File: src/hw/rtl/cfd_pkg.sv
// Shared types, constants and the CRC-16 byte update for the frame deframer.
package cfd_pkg;

  // Register map, one 32-bit word per register.
  localparam int unsigned CfgAddrW = 4;

  typedef enum logic [1:0] {
    REG_START_BYTE     = 2'd0,
    REG_CODE_OK        = 2'd1,
    REG_CODE_UNKNOWN   = 2'd2,
    REG_CODE_WRONG_CRC = 2'd3
  } cfd_reg_e;

  // Final status codes.
  localparam logic [2:0] ST_OK          = 3'd0;
  localparam logic [2:0] ST_TOO_SHORT   = 3'd1;
  localparam logic [2:0] ST_BAD_START   = 3'd2;
  localparam logic [2:0] ST_BAD_LENGTH  = 3'd3;
  localparam logic [2:0] ST_BAD_COMMAND = 3'd4;
  localparam logic [2:0] ST_BAD_CRC     = 3'd5;

  // Command kinds.
  localparam logic [1:0] KIND_OK        = 2'd0;
  localparam logic [1:0] KIND_UNKNOWN   = 2'd1;
  localparam logic [1:0] KIND_WRONG_CRC = 2'd2;

  // CRC-16 CCITT-FALSE.
  localparam logic [15:0] CrcInit = 16'hFFFF;
  localparam logic [15:0] CrcPoly = 16'h1021;

  // Position counter limit and the smallest complete frame.
  localparam logic [8:0] PosMax   = 9'd511;
  localparam logic [9:0] MinFrame = 10'd5;

  typedef struct packed {
    logic [7:0] rx_byte;
    logic       frame_end;
  } in_item_t;

  typedef struct packed {
    logic [7:0] payload_byte;
    logic       payload_valid;
    logic       done_res;
    logic [2:0] status;
    logic [1:0] command_kind;
    logic [7:0] payload_count;
  } out_item_t;

  typedef struct packed {
    logic [7:0] start_byte;
    logic [7:0] code_ok;
    logic [7:0] code_unknown;
    logic [7:0] code_wrong_crc;
  } cfg_t;

  // One byte of CRC update, MSB first, eight unrolled shift steps.
  function automatic logic [15:0] crc_byte(input logic [15:0] crc, input logic [7:0] b);
    logic [15:0] c;
    c = crc ^ {b, 8'h00};
    for (int i = 0; i < 8; i++) begin
      if (c[15]) begin
        c = {c[14:0], 1'b0} ^ CrcPoly;
      end else begin
        c = {c[14:0], 1'b0};
      end
    end
    return c;
  endfunction

endpackage

File: src/hw/rtl/cfd_regs.sv
// Configuration register bank with an APB-style access port.
module cfd_regs
  import cfd_pkg::*;
(
  input  logic                clk,
  input  logic                rst,
  input  logic                psel,
  input  logic                penable,
  input  logic                pwrite,
  input  logic [CfgAddrW-1:0] paddr,
  input  logic [31:0]         pwdata,
  output logic [31:0]         prdata,
  output logic                pready,
  output cfg_t                cfg
);

  logic     wr_en;
  cfd_reg_e wr_sel;
  cfd_reg_e rd_sel;

  assign pready = 1'b1;
  assign wr_en  = psel && penable && pwrite;
  assign wr_sel = cfd_reg_e'(paddr[CfgAddrW-1:2]);
  assign rd_sel = cfd_reg_e'(paddr[CfgAddrW-1:2]);

  // Register writes complete in the access phase.
  always_ff @(posedge clk) begin
    if (rst) begin
      cfg.start_byte     <= 8'd0;
      cfg.code_ok        <= 8'd0;
      cfg.code_unknown   <= 8'd1;
      cfg.code_wrong_crc <= 8'd2;
    end else if (wr_en) begin
      unique case (wr_sel)
        REG_START_BYTE:     cfg.start_byte     <= pwdata[7:0];
        REG_CODE_OK:        cfg.code_ok        <= pwdata[7:0];
        REG_CODE_UNKNOWN:   cfg.code_unknown   <= pwdata[7:0];
        REG_CODE_WRONG_CRC: cfg.code_wrong_crc <= pwdata[7:0];
        default: ;
      endcase
    end
  end

  // Read data follows the address.
  always_comb begin
    unique case (rd_sel)
      REG_START_BYTE:     prdata = {24'd0, cfg.start_byte};
      REG_CODE_OK:        prdata = {24'd0, cfg.code_ok};
      REG_CODE_UNKNOWN:   prdata = {24'd0, cfg.code_unknown};
      REG_CODE_WRONG_CRC: prdata = {24'd0, cfg.code_wrong_crc};
      default:            prdata = 32'd0;
    endcase
  end

endmodule

File: src/hw/rtl/cfd_parse.sv
// Per-frame parse state, CRC accumulation and result formation for one byte.
module cfd_parse
  import cfd_pkg::*;
(
  input  logic      clk,
  input  logic      rst,
  input  cfg_t      cfg,
  input  in_item_t  item,
  input  logic      fire,
  output logic      has_result,
  output out_item_t res
);

  logic [8:0]  pos;
  logic [7:0]  length_field;
  logic [7:0]  command_field;
  logic        start_matched;
  logic [15:0] running_crc;
  logic [7:0]  received_crc_high;
  logic [15:0] computed_crc_hold;

  logic [7:0]  b;
  logic        last;
  logic        start_eff;
  logic [7:0]  len;
  logic [7:0]  cmd;
  logic [8:0]  len_p1;
  logic [8:0]  len_p2;
  logic        past_hdr;
  logic        pay;
  logic        crc_upd;
  logic [15:0] crc_next;
  logic        capture;
  logic [7:0]  hi_eff;
  logic [15:0] hold_eff;
  logic [9:0]  frame_size;
  logic [9:0]  len_p4;
  logic        known;
  logic [1:0]  kind;
  logic [2:0]  st;

  assign b    = item.rx_byte;
  assign last = item.frame_end;

  // Header fields as seen by this byte, including a field arriving now.
  assign start_eff = (pos == 9'd0) ? (b == cfg.start_byte) : start_matched;
  assign len       = (pos == 9'd1) ? b : length_field;
  assign cmd       = (pos == 9'd2) ? b : command_field;
  assign len_p1    = {1'b0, len} + 9'd1;
  assign len_p2    = {1'b0, len} + 9'd2;
  assign past_hdr  = pos >= 9'd3;

  // Payload window and CRC coverage.
  assign pay      = past_hdr && (pos <= len_p1);
  assign crc_upd  = (pos <= 9'd2) || (pos <= len_p1);
  assign crc_next = crc_upd ? crc_byte(running_crc, b) : running_crc;

  // First CRC byte: keep it and the CRC computed up to it.
  assign capture  = past_hdr && (pos == len_p2);
  assign hi_eff   = capture ? b : received_crc_high;
  assign hold_eff = capture ? running_crc : computed_crc_hold;

  // Command code lookup, first match wins.
  always_comb begin
    known = 1'b1;
    kind  = KIND_OK;
    if (cmd == cfg.code_ok) begin
      kind = KIND_OK;
    end else if (cmd == cfg.code_unknown) begin
      kind = KIND_UNKNOWN;
    end else if (cmd == cfg.code_wrong_crc) begin
      kind = KIND_WRONG_CRC;
    end else begin
      known = 1'b0;
    end
  end

  // Frame checks in priority order.
  assign frame_size = {1'b0, pos} + 10'd1;
  assign len_p4     = {2'b00, len} + 10'd4;

  always_comb begin
    if (frame_size < MinFrame) begin
      st = ST_TOO_SHORT;
    end else if (!start_eff) begin
      st = ST_BAD_START;
    end else if (len_p4 != frame_size) begin
      st = ST_BAD_LENGTH;
    end else if (!known) begin
      st = ST_BAD_COMMAND;
    end else if ({hi_eff, b} == hold_eff) begin
      st = ST_OK;
    end else begin
      st = ST_BAD_CRC;
    end
  end

  // Result item fields.
  assign has_result = pay || last;

  always_comb begin
    res.payload_byte  = pay ? b : 8'd0;
    res.payload_valid = pay;
    res.done_res      = last;
    res.status        = last ? st : ST_OK;
    res.command_kind  = (last && (st == ST_OK || st == ST_BAD_CRC)) ? kind : KIND_OK;
    res.payload_count = (last && len != 8'd0) ? (len - 8'd1) : 8'd0;
  end

  // Frame state, cleared by the last byte of each frame.
  always_ff @(posedge clk) begin
    if (rst) begin
      pos               <= 9'd0;
      length_field      <= 8'd0;
      command_field     <= 8'd0;
      start_matched     <= 1'b0;
      running_crc       <= CrcInit;
      received_crc_high <= 8'd0;
      computed_crc_hold <= CrcInit;
    end else if (fire) begin
      if (last) begin
        pos               <= 9'd0;
        length_field      <= 8'd0;
        command_field     <= 8'd0;
        start_matched     <= 1'b0;
        running_crc       <= CrcInit;
        received_crc_high <= 8'd0;
        computed_crc_hold <= CrcInit;
      end else begin
        if (pos != PosMax) begin
          pos <= pos + 9'd1;
        end
        start_matched     <= start_eff;
        length_field      <= len;
        command_field     <= cmd;
        running_crc       <= crc_next;
        received_crc_high <= hi_eff;
        computed_crc_hold <= hold_eff;
      end
    end
  end

endmodule

File: src/hw/rtl/crc16_frame_deframer_core.sv
// Top level of the frame deframer: input register, parser and result register.
// An accepted byte's result item is shown from the result register.
// Throughput: one byte per cycle; the input register holds one byte while the
// result register waits, and bytes that cause no result never wait on it.
// Reset (rst, synchronous, active high) empties both registers, clears the
// frame state and loads the configuration registers with their defaults.
module crc16_frame_deframer_core
  import cfd_pkg::*;
(
  input  logic                clk,
  input  logic                rst,
  input  logic                psel,
  input  logic                penable,
  input  logic                pwrite,
  input  logic [CfgAddrW-1:0] paddr,
  input  logic [31:0]         pwdata,
  output logic [31:0]         prdata,
  output logic                pready,
  input  logic                frame_valid,
  output logic                frame_stall,
  input  in_item_t            frame,
  output logic                result_valid,
  input  logic                result_stall,
  output out_item_t           result
);

  cfg_t      cfg;
  logic      in_q_valid;
  in_item_t  in_q;
  logic      has_result;
  out_item_t res;
  logic      out_free;
  logic      fire;

  cfd_regs u_regs (
    .clk     (clk),
    .rst     (rst),
    .psel    (psel),
    .penable (penable),
    .pwrite  (pwrite),
    .paddr   (paddr),
    .pwdata  (pwdata),
    .prdata  (prdata),
    .pready  (pready),
    .cfg     (cfg)
  );

  cfd_parse u_parse (
    .clk        (clk),
    .rst        (rst),
    .cfg        (cfg),
    .item       (in_q),
    .fire       (fire),
    .has_result (has_result),
    .res        (res)
  );

  // The held byte moves on when it needs no result slot or the slot is free.
  assign out_free    = !result_valid || !result_stall;
  assign fire        = in_q_valid && (!has_result || out_free);
  assign frame_stall = in_q_valid && !fire;

  // Input register.
  always_ff @(posedge clk) begin
    if (rst) begin
      in_q_valid <= 1'b0;
    end else if (frame_valid && !frame_stall) begin
      in_q_valid <= 1'b1;
    end else if (fire) begin
      in_q_valid <= 1'b0;
    end
  end

  always_ff @(posedge clk) begin
    if (frame_valid && !frame_stall) begin
      in_q <= frame;
    end
  end

  // Result register.
  always_ff @(posedge clk) begin
    if (rst) begin
      result_valid <= 1'b0;
    end else if (fire && has_result) begin
      result_valid <= 1'b1;
    end else if (!result_stall) begin
      result_valid <= 1'b0;
    end
  end

  always_ff @(posedge clk) begin
    if (fire && has_result) begin
      result <= res;
    end
  end

endmodule

File: config.mk
export PLATFORM = sky130hd
export DESIGN_NAME = crc16_frame_deframer_core
export DESIGN_NICKNAME = d
export VERILOG_FILES = /design/src/hw/rtl/cfd_pkg.sv /design/src/hw/rtl/cfd_regs.sv /design/src/hw/rtl/cfd_parse.sv /design/src/hw/rtl/crc16_frame_deframer_core.sv
export SDC_FILE = /design/constraint.sdc
export NUM_CORES = 1
export LEC_CHECK = 0
export ABC_AREA = 1
export BUFFER_PORTS_ARGS = -buffer_cell sky130_fd_sc_hd__buf_2
export CORE_MARGIN = 4
export CORE_UTILIZATION = 54
export CTS_BUF_LIST = sky130_fd_sc_hd__clkbuf_8
export DETAILED_ROUTE_END_ITERATION = 6
export PLACE_DENSITY = 0.79
export SYNTH_ARGS = -nofsm -noshare
export SYNTH_HDL_FRONTEND = slang
export SYNTH_SLANG_ARGS = --single-unit
export TNS_END_PERCENT = 10
File: constraint.sdc
create_clock -name clk -period 4.7 [get_ports clk]
set_input_delay 0.94 -clock clk [delete_from_list [all_inputs] [get_ports clk]]
set_output_delay 0.94 -clock clk [all_outputs]
set_load 0.02 [all_outputs]
==> results.md, run 1 <==
STA:
- Setup repair after global routing could not meet its margin everywhere.
- The highest attainable clock frequency is 214 MHz.
- Of the available clock period, the critical path in the final layout requires 99.5%.
- The tightest hold path in the finished design has a slack of 0.469 ns.
- In the final timing run, aggregate negative setup slack is 0 ns.
- The slew at the pin with the worst max-slew slack is 0.708 ns.
- Setup violations remaining at the end of the flow were counted as 0.
- Headroom to the max-slew limit came out at 52.7%.
- The number of max-slew violations in the final report is 0.
- The number of failing hold endpoints at the final stage came to 0.
- The post-layout worst setup margin is 0.0226 ns.
- The minimum clock period is 4.68 ns.
- The maximum clock skew at final layout is 0.00954 ns.

Logic synthesis:
- The synthesized area per cell is 6.99 µm².
- The number of synthesized register bits is 132.
- Yosys printed 0 warnings.
- The mapped netlist covers 8100 µm².
- After synthesis, the netlist uses 42 different library cells.
- The fraction of synthesis flops using an asynchronous set or reset pin is 0%.
- The dominant register cell in the synthesized netlist is sky130_fd_sc_hd__dfxtp_1.
- The number of synthesized flops with an enable pin is 32.
- The sequential cell area fraction in the yosys report is 36.6%.
- In the synthesized netlist, the number of instances is 1159.

Power and ir drop:
- The internal portion of the total power is 1.68 mW.
- Net switching is 30.7% of the power.
- The combinational power share is 14.8%.
- The sum of internal, switching and leakage power is 2.42 mW.
- The clock network is responsible for 35.1% of the overall power.
- VDD sags by at most 0.249 mV.
- For this design the ratio of total power to cell area is 256 nW/µm².
- In this run, flip-flops and latches consume 50.0% of the power.
- Summed over all nets, the switching power comes to 742 µW.
- The leakage power is 4.40 nW.

CTS:
- The clock transition at the registers of the reported paths is 0.08 ns.
- The tree is rooted in a sky130_fd_sc_hd__clkbuf_8.
- CTS saw 132 sinks.
- The number of buffers created by CTS is 17.
- The hold buffer count at CTS is 0.
- The clock latency of the later-clocked register in the worst-skew pair is 0.47 ns.
- TritonCTS built the clock tree.
- The number of H-tree levels is 4.
- In this run the deepest clock path goes through 2 buffers.

Floorplan:
- The initial utilization of the core area, before any placement, comes to 55.5%.
- The die covers 17000 µm².
- After floorplanning, the core was divided into 44 placement rows.
- In this run the vertical extent of the chip is 130 µm.
- The core region is 14600 µm².
- During I/O placement, the number of pins put on the boundary was 110.
- The horizontal extent of the die is 130 µm.

Final layout:
- The finished layout holds 1459 standard cells, fillers aside.
- The antenna diode count is 0.
- The count of filler cells inserted in the layout is 1280.
- Relative to the synthesized area, the layout overhead comes to 16.7%.
- The area used by multi-input combinational logic is 4410 µm².
- Registers take 2970 µm².
- The share of final-layout standard cells stronger than drive strength 1 is 18.2%.
- The cell area after layout is 9450 µm².
- After the last flow step, the layout net total stands at 1336.
- Leaving out fill and tap cells, the most frequent cell in the layout is sky130_fd_sc_hd__nand2_1.
- In the layout the commonest cells are sky130_fd_sc_hd__nand2_1 (287), sky130_fd_sc_hd__inv_1 (145), sky130_fd_sc_hd__nor2_1 (99).
- The share of the core filled with cells is 64.8%.

Routing:
- The overall routed net length is 22.4 mm.
- For this block, the initial DRC count from the detailed router was 758.
- For this run, the detailed router's first-pass iteration total came to 5.
- The number of vias per cell is 5.36.
- After detailed routing, the average wire length per cell comes to 15.3 µm.
- The number of antenna-violating nets in the routed design is 0.
- In the routed design, unresolved DRC markers number 0.
- The routed layout has 7821 vias.

Place:
- The worst setup timing slack at the placement stage is 0.0800 ns.
- The placer congestion estimate is 1.00.
- Including well taps, the total number of placed cells is 1400.
- The placed instances occupy a cell area of 8700 µm².
- In this run the tool buffered the top-level ports with 58 buffer cells.
- Once detailed placement completed, the half-perimeter wirelength came to 16.5 mm.

Worst setup path:
- In this run the worst setup path begins at u_parse.pos[1].
- The worst endpoint data arrival time is 3.74 ns.
- The nature of the critical path startpoint is a register.
- The maximum net fanout on the critical path is 6.
- By startpoint and endpoint, the worst setup path is classified as reg -> out.
- The startpoint identified for the worst register-to-register timing path is u_parse.pos[1].
- The type of destination of the critical path is an output port.
- Data on the critical path is required at its endpoint by 3.76 ns.

Run:
- The number of max-capacitance violations reported is 0.

Global route:
- The residual overflow from global routing is 0.
- The number of antenna violations at the first check in global routing came to 0.
- The first global-routing pass estimated 35.1 mm of wire.
- The via count of the first global-routing pass came to 7086.
- The pin count of the biggest net entering global routing is 56.
- The global-route total usage across every layer is 26.4%.

Run status:
- The flow ran to the end, and the final reports show no timing, DRC or antenna violations.

Worst hold path:
- The worst hold path begins at u_parse.received_crc_high[2].
- The kind of path behind the tightest hold check is reg -> reg.
power by group through the flow:
stage | registers [mW] | clock network [mW] | logic (mW)
6_report | 1.21 | 0.850 | 0.359
2_1_floorplan | 1.24 | 0 | 0.235
3_3_place_gp | 1.24 | 0 | 0.321
5_1_grt | 1.21 | 0.910 | 0.392
3_5_place_dp | 1.24 | 0 | 0.326
4_1_cts | 1.21 | 0.858 | 0.337
synthesized netlist by cell type, drive strengths merged, types with 5 or more instances:
| master | instances | area [µm²] |
|---|---|---|
| nand2 | 313 | 1220 |
| ha | 22 | 275 |
| xor2 | 35 | 307 |
| inv | 156 | 586 |
| nand3 | 49 | 268 |
| o21ai | 76 | 380 |
| dfxtp | 100 | 2000 |
| nand4 | 29 | 181 |
| clkbuf | 28 | 105 |
| nor2 | 109 | 450 |
| buf | 42 | 287 |
| xnor2 | 30 | 263 |
| o211ai | 17 | 128 |
| a21oi | 58 | 290 |
| o22ai | 21 | 131 |
| nor3 | 5 | 25.0 |
| nor4 | 6 | 37.5 |
| o2111ai | 7 | 61.3 |
| clkinv | 6 | 22.5 |
| edfxtp | 32 | 961 |
critical path, stage by stage (launching register included):
cell and delay (ns):
sky130_fd_sc_hd__dfxtp_2 0.33, sky130_fd_sc_hd__inv_2 0.07, sky130_fd_sc_hd__ha_4 0.14, sky130_fd_sc_hd__nand2_4 0.05, sky130_fd_sc_hd__nor2_4 0.19, sky130_fd_sc_hd__nand2_4 0.13, sky130_fd_sc_hd__o21ai_4 0.25, sky130_fd_sc_hd__ha_4 0.18
sky130_fd_sc_hd__xor2_1 0.15, sky130_fd_sc_hd__ha_1 0.28, sky130_fd_sc_hd__nand2_2 0.11, sky130_fd_sc_hd__nor2_2 0.04, sky130_fd_sc_hd__a211oi_2 0.20, sky130_fd_sc_hd__o21ai_1 0.10, sky130_fd_sc_hd__nand3_1 0.10, sky130_fd_sc_hd__nand2_1 0.07
sky130_fd_sc_hd__a21oi_2 0.15, sky130_fd_sc_hd__o21bai_2 0.11, sky130_fd_sc_hd__nand2_1 0.11, sky130_fd_sc_hd__nand2_2 0.09, sky130_fd_sc_hd__nand2_4 0.08, sky130_fd_sc_hd__nand3_4 0.09, sky130_fd_sc_hd__nor2_4 0.13, sky130_fd_sc_hd__buf_6 0.12
final timing paths:
path | endpoint | slack, ns | cells past startpoint
setup / recovery | frame_stall | 0.02 | 23
hold / removal | u_parse.received_crc_high[2] | 0.47 | 2
setup reg to reg | result[8] | 0.28 | 31
hold reg to reg | u_parse.received_crc_high[2] | 0.47 | 2
per-layer routing:
layer / share of wire (%) / global-route usage, %
met5: 0 / 0
met4: 3.3 / 11.0
met3: 6.6 / 4.76
met2: 47 / 43.2
met1: 43 / 34.6
timing repair:
action | in CTS | in global routing
cloned | 0 | 0
endpoints found under the hold margin | 0 | 0
gates resized for setup | 13 | 40
setup buffers | 12 | 15
pin swaps | 6 | 30
endpoints found under the setup margin | 1 | 15
cells by family after synthesis:
kind of cell | share of synthesized area, %
simple gates | 27.5
buf+inv | 12.3
xor+xnor | 7.03
other cells | 0.0927
compound gates | 13.0
fa+ha+maj | 3.40
flops | 36.6
layout make-up:
type | instances | area share [%]
Multi-Input combinational cell | 818 | 46.6
Clock inverter | 15 | 1.11
Clock buffer | 17 | 2.47
Timing Repair Buffer | 131 | 9.58
Tap cell | 184 | 2.44
Sequential cell | 132 | 31.4
Inverter | 162 | 6.43
registers in the layout (all words and copies together) (netlist names):
| name | count |
|---|---|
| in_q | 9 |
| in_q_valid | 1 |
| result | 23 |
| result_valid | 1 |
| u_parse.command_field | 8 |
| u_parse.computed_crc_hold | 16 |
| u_parse.length_field | 8 |
| u_parse.pos | 9 |
| u_parse.received_crc_high | 8 |
| u_parse.running_crc | 16 |
| u_parse.start_matched | 1 |
| u_regs.cfg | 32 |
No activity file was read; power rests on OpenSTA's default activity.
==> inputs of run 2 (changes only) <==
Settings changed: ABC_AREA 1 to 0.
==> results.md, run 2 <==
Run status:
- The flow ran to the end, but the final reports show violations.
- The checks that failed: setup timing.

Power and ir drop:
- The power density over the cells was 271 nW/µm² (+6.0%).
- The peak supply drop is 0.275 mV (+10%).
- The leakage power is 3.64 nW (-17%).

STA:
- The number of failing hold endpoints at the final stage was 0 (unchanged).
- The post-route clock period utilization is 105% (+5.6 points).
- The number of max-slew violations in the final report was 0 (unchanged).
- The highest attainable clock frequency was 202 MHz (-5.3%).
- The final total negative setup slack is -0.241 ns (-0.241 ns).
- Setup repair after global routing could not meet its margin everywhere.
- The minimum clock period came to 4.94 ns (+0.264 ns).
- The slew at the pin with the worst max-slew slack came to 1.20 ns (+0.495 ns).
- The final setup violation count is 1 (+1).
- The worst-case headroom to the max-slew limit is 19.6% (-33 points).
- The post-layout worst setup margin is -0.241 ns (-0.264 ns).
- The maximum clock skew at final layout is 0.0102 ns (+0.000612 ns).

Worst setup path:
- STA classifies the critical path endpoint as an output port.
- The data required time of the critical path is 3.76 ns (about the same).
- The worst endpoint data arrival time came to 4.00 ns (+0.26 ns).
- The internal reg-to-reg setup slack is 0.24 ns (-0.04 ns).
- The worst reg-to-reg path cell count is 23 (-26%).
- The nature of the critical path startpoint is a register.
- The critical path startpoint is u_parse.pos[1].
- In this run the critical register-to-register path is captured at u_parse.computed_crc_hold[0].
- The type of the setup path with the least slack is reg -> out.
- In this run the critical register-to-register path is launched from u_parse.pos[1].
- The maximum net fanout on the critical path is 5 (-1).

Logic synthesis:
- By area the synthesized netlist is led by sky130_fd_sc_hd__dfxtp_1 (25%), sky130_fd_sc_hd__edfxtp_1 (12%), sky130_fd_sc_hd__xnor2_1 (7.6%), sky130_fd_sc_hd__mux2i_1 (4.9%), sky130_fd_sc_hd__a21oi_1 (3.7%).
- After synthesis, the most frequently instantiated cells are sky130_fd_sc_hd__dfxtp_1 (100), sky130_fd_sc_hd__xnor2_1 (71), sky130_fd_sc_hd__nor2_1 (66).
- The fraction of synthesis flops using an asynchronous set or reset pin was 0% (unchanged).
- The netlist area before placement came to 8160 µm² (+0.73%).
- The number of distinct library cell variants in the gate-level netlist after synthesis is 71 (+69%).
- The post-synthesis instance total was 920 (-21%).
- The largest total area in the synthesized netlist belongs to sky130_fd_sc_hd__dfxtp_1.
- The Yosys warning count is 0 (unchanged).
- The most used flip-flop cell after synthesis is sky130_fd_sc_hd__dfxtp_1.
- The fraction of post-synthesis cell area in the top cell type by area is 24.5% (-0.18 points).
- The cell with the most instances after synthesis is sky130_fd_sc_hd__dfxtp_1.
- The number of synthesized flops with an enable pin came to 32 (unchanged).
- The synthesized area per cell was 8.87 µm² (+27%).
- The number of synthesized register bits came to 132 (unchanged).
- The sequential cell area fraction in the yosys report is 36.3% (-0.26 points).

Routing:
- The overall routed net length is 22.5 mm (+0.64%).
- The number of violations reported at the end of detailed-routing iteration 0 is 743 (-2.0%).
- The mean routed wirelength per cell is 18.9 µm (+23%).
- The number of search-and-repair iterations in the first detailed-routing pass is 5 (unchanged).
- The detailed-route DRC error count was 0 (unchanged).
- The via total after detailed routing is 7340 (-6.2%).
- The number of antenna-violating nets in the routed design is 0 (unchanged).
- The number of vias per cell is 6.16 (+15%).

Floorplan:
- The number of top-level design ports is 110 (unchanged).
- The vertical extent of the die came to 131 µm (+0.34%).
- The number of rows created at floorplan is 44 (unchanged).
- The starting utilization of the core area is 55.7% (+0.19 points).
- The placeable core region was 14600 µm² (+0.38%).
- The floorplan die area came to 17100 µm² (+0.68%).
- The horizontal extent of the die is 131 µm (+0.34%).

Run:
- The number of max-capacitance violations reported came to 0 (unchanged).

CTS:
- The count of clock tree sinks came to 132 (unchanged).
- The root buffer selected by CTS is sky130_fd_sc_hd__clkbuf_8.
- The clock latency of the later-clocked register in the worst-skew pair is 0.46 ns (about the same).
- TritonCTS built the clock tree.
- The number of H-tree levels is 4 (unchanged).
- The clock transition at the registers of the reported paths is 0.07 ns (about the same).
- The maximum root-to-sink buffer count is 2 (unchanged).
- The number of buffers created by CTS is 17 (unchanged).
- The hold buffer count at CTS came to 0 (unchanged).

Place:
- The half-perimeter wire length of the detailed placement result was 15.9 mm (-3.4%).
- The number of buffers added on ports is 58 (unchanged).
- The placer congestion estimate came to 0.970 (-2.9%).
- The cell area after placement is 8770 µm² (+0.73%).

Final layout:
- The growth of design area from synthesis to finish is 14.6%.
- The flip-flop count of the largest register, all copies and words added is 32 (unchanged).
- Ranked by flip-flop count, first place goes to u_regs.cfg.
- The antenna diode count was 0 (unchanged).
- The cell area after layout is 9350 µm² (-1.1%).
- Leaving out fill and tap cells, the most frequent cells in the layout are sky130_fd_sc_hd__dfxtp_1 (98), sky130_fd_sc_hd__xnor2_1 (69), sky130_fd_sc_hd__nor2_1 (64).
- The share of final-layout standard cells stronger than drive strength 1 was 20.1% (+1.9 points).
- The final net count is 1068 (-20%).
- In the final layout, the registers with the most flip-flops are u_regs.cfg x32, result x23.
- The most common cell after layout, fill and taps aside is sky130_fd_sc_hd__dfxtp_1.

Worst hold path:
- The path with the worst hold slack has its endpoint at u_parse.start_matched.
- The hold path depth is 2 (unchanged).
- The worst hold path begins at u_parse.start_matched.
- In this run the worst hold path is classified as reg -> reg.

Global route:
- The pin count of the biggest net entering global routing is 58 (+3.6%).
- The residual overflow from global routing is 0 (unchanged).
- The via count of the first global-routing pass is 6749 (-4.8%).
- The number of antenna violations at the first check in global routing came to 0 (unchanged).
- The global-route total usage across every layer is 26.3% (-0.15 points).
- The first-pass GRT wire length came to 34.9 mm (-0.83%).
run 2: how the worst max path moves through the flow:
stage / to / slack (ns) / depth (start not counted)
after floorplan: frame_stall / 0.0006 / 24
after global placement: frame_stall / 0.12 / 21
after detailed placement: frame_stall / 0.09 / 21
after CTS: frame_stall / -0.18 / 21
after global routing: frame_stall / -0.44 / 21
final: frame_stall / -0.24 / 20
run 2: area by class of cell:
| class | instances | area, µm² |
|---|---|---|
| clock buffers | 20 | 275 |
| clock inverters | 12 | 138 |
| fillers | 1195 | 5290 |
| inverters | 47 | 176 |
| multi-input cells | 677 | 4800 |
| flip-flops and latches | 132 | 2970 |
| well taps | 184 | 230 |
| repair buffers | 119 | 767 |
run 2: metal layers:
| layer | global-route usage, % | part of all wire [%] | vias up | wire (µm) |
|---|---|---|---|---|
| li1 | - | - | 3436 | - |
| met5 | 0 | 0 | - | 0 |
| met3 | 5.85 | 7.4 | 87 | 1660 |
| met4 | 11.6 | 4.0 | 0 | 901 |
| met1 | 33.7 | 41 | 3468 | 9270 |
| met2 | 42.5 | 48 | 349 | 10700 |
run 2: worst max-delay path: stages, from the launching register on:
cell	delay, ns
sky130_fd_sc_hd__dfxtp_2	0.33
sky130_fd_sc_hd__inv_2	0.07
sky130_fd_sc_hd__ha_4	0.13
sky130_fd_sc_hd__or4b_4	0.51
sky130_fd_sc_hd__o21ai_2	0.18
sky130_fd_sc_hd__and2_4	0.17
sky130_fd_sc_hd__inv_2	0.05
sky130_fd_sc_hd__ha_4	0.16
sky130_fd_sc_hd__and3_4	0.19
sky130_fd_sc_hd__nand3_4	0.08
sky130_fd_sc_hd__a21oi_2	0.06
sky130_fd_sc_hd__buf_4	0.14
sky130_fd_sc_hd__xnor2_2	0.14
sky130_fd_sc_hd__ha_1	0.33
sky130_fd_sc_hd__nand3_1	0.08
sky130_fd_sc_hd__a21oi_1	0.17
sky130_fd_sc_hd__o21a_2	0.24
sky130_fd_sc_hd__nor2_4	0.06
sky130_fd_sc_hd__o2111ai_4	0.24
sky130_fd_sc_hd__inv_2	0.05
sky130_fd_sc_hd__buf_6	0.13
run 2: report_power, final:
group / internal [mW] / leakage (nW) / total (mW) / switching (mW)
Combinational: 0.122 / 2.29 / 0.332 / 0.209
Clock: 0.558 / 0.224 / 0.998 / 0.440
Sequential: 1.18 / 1.12 / 1.21 / 0.0222
run 2: metrics by stage:
stage | hold slack [ns] | util, % | setup WS (ns) | power [mW] | cells
4_1_cts | 0.466 | 63.4 | -0.177 | 2.53 | 1188
3_5_place_dp | 0.456 | 59.9 | 0.0866 | 1.55 | 1149
6_report | 0.462 | 63.9 | -0.241 | 2.54 | 1191
2_1_floorplan | 0.424 | - | 0.000620 | 1.47 | 943
5_1_grt | 0.497 | 63.9 | -0.437 | 2.62 | 1191
3_3_place_gp | 0.453 | 59.9 | 0.119 | 1.54 | 1149
run 2: kinds of logic (layout without fill, tap and decap cells):
group / count (synthesis) / count (layout) / synth area share, %
compound gates: 206 / 206 / 16.3
simple gates: 276 / 276 / 18.0
fa+ha+maj: 22 / 22 / 3.37
flops: 132 / 132 / 36.3
xor+xnor: 98 / 98 / 10.5
other cells: 2 / 25 / 0.0920
buf+inv: 134 / 198 / 7.99
mux: 50 / 50 / 7.39
run 2: what timing repair did:
item                                    CTS  global route
endpoints found under the setup margin    1            29
pin swaps                                 7            10
setup buffers                             7             3
resized for setup                        16             7
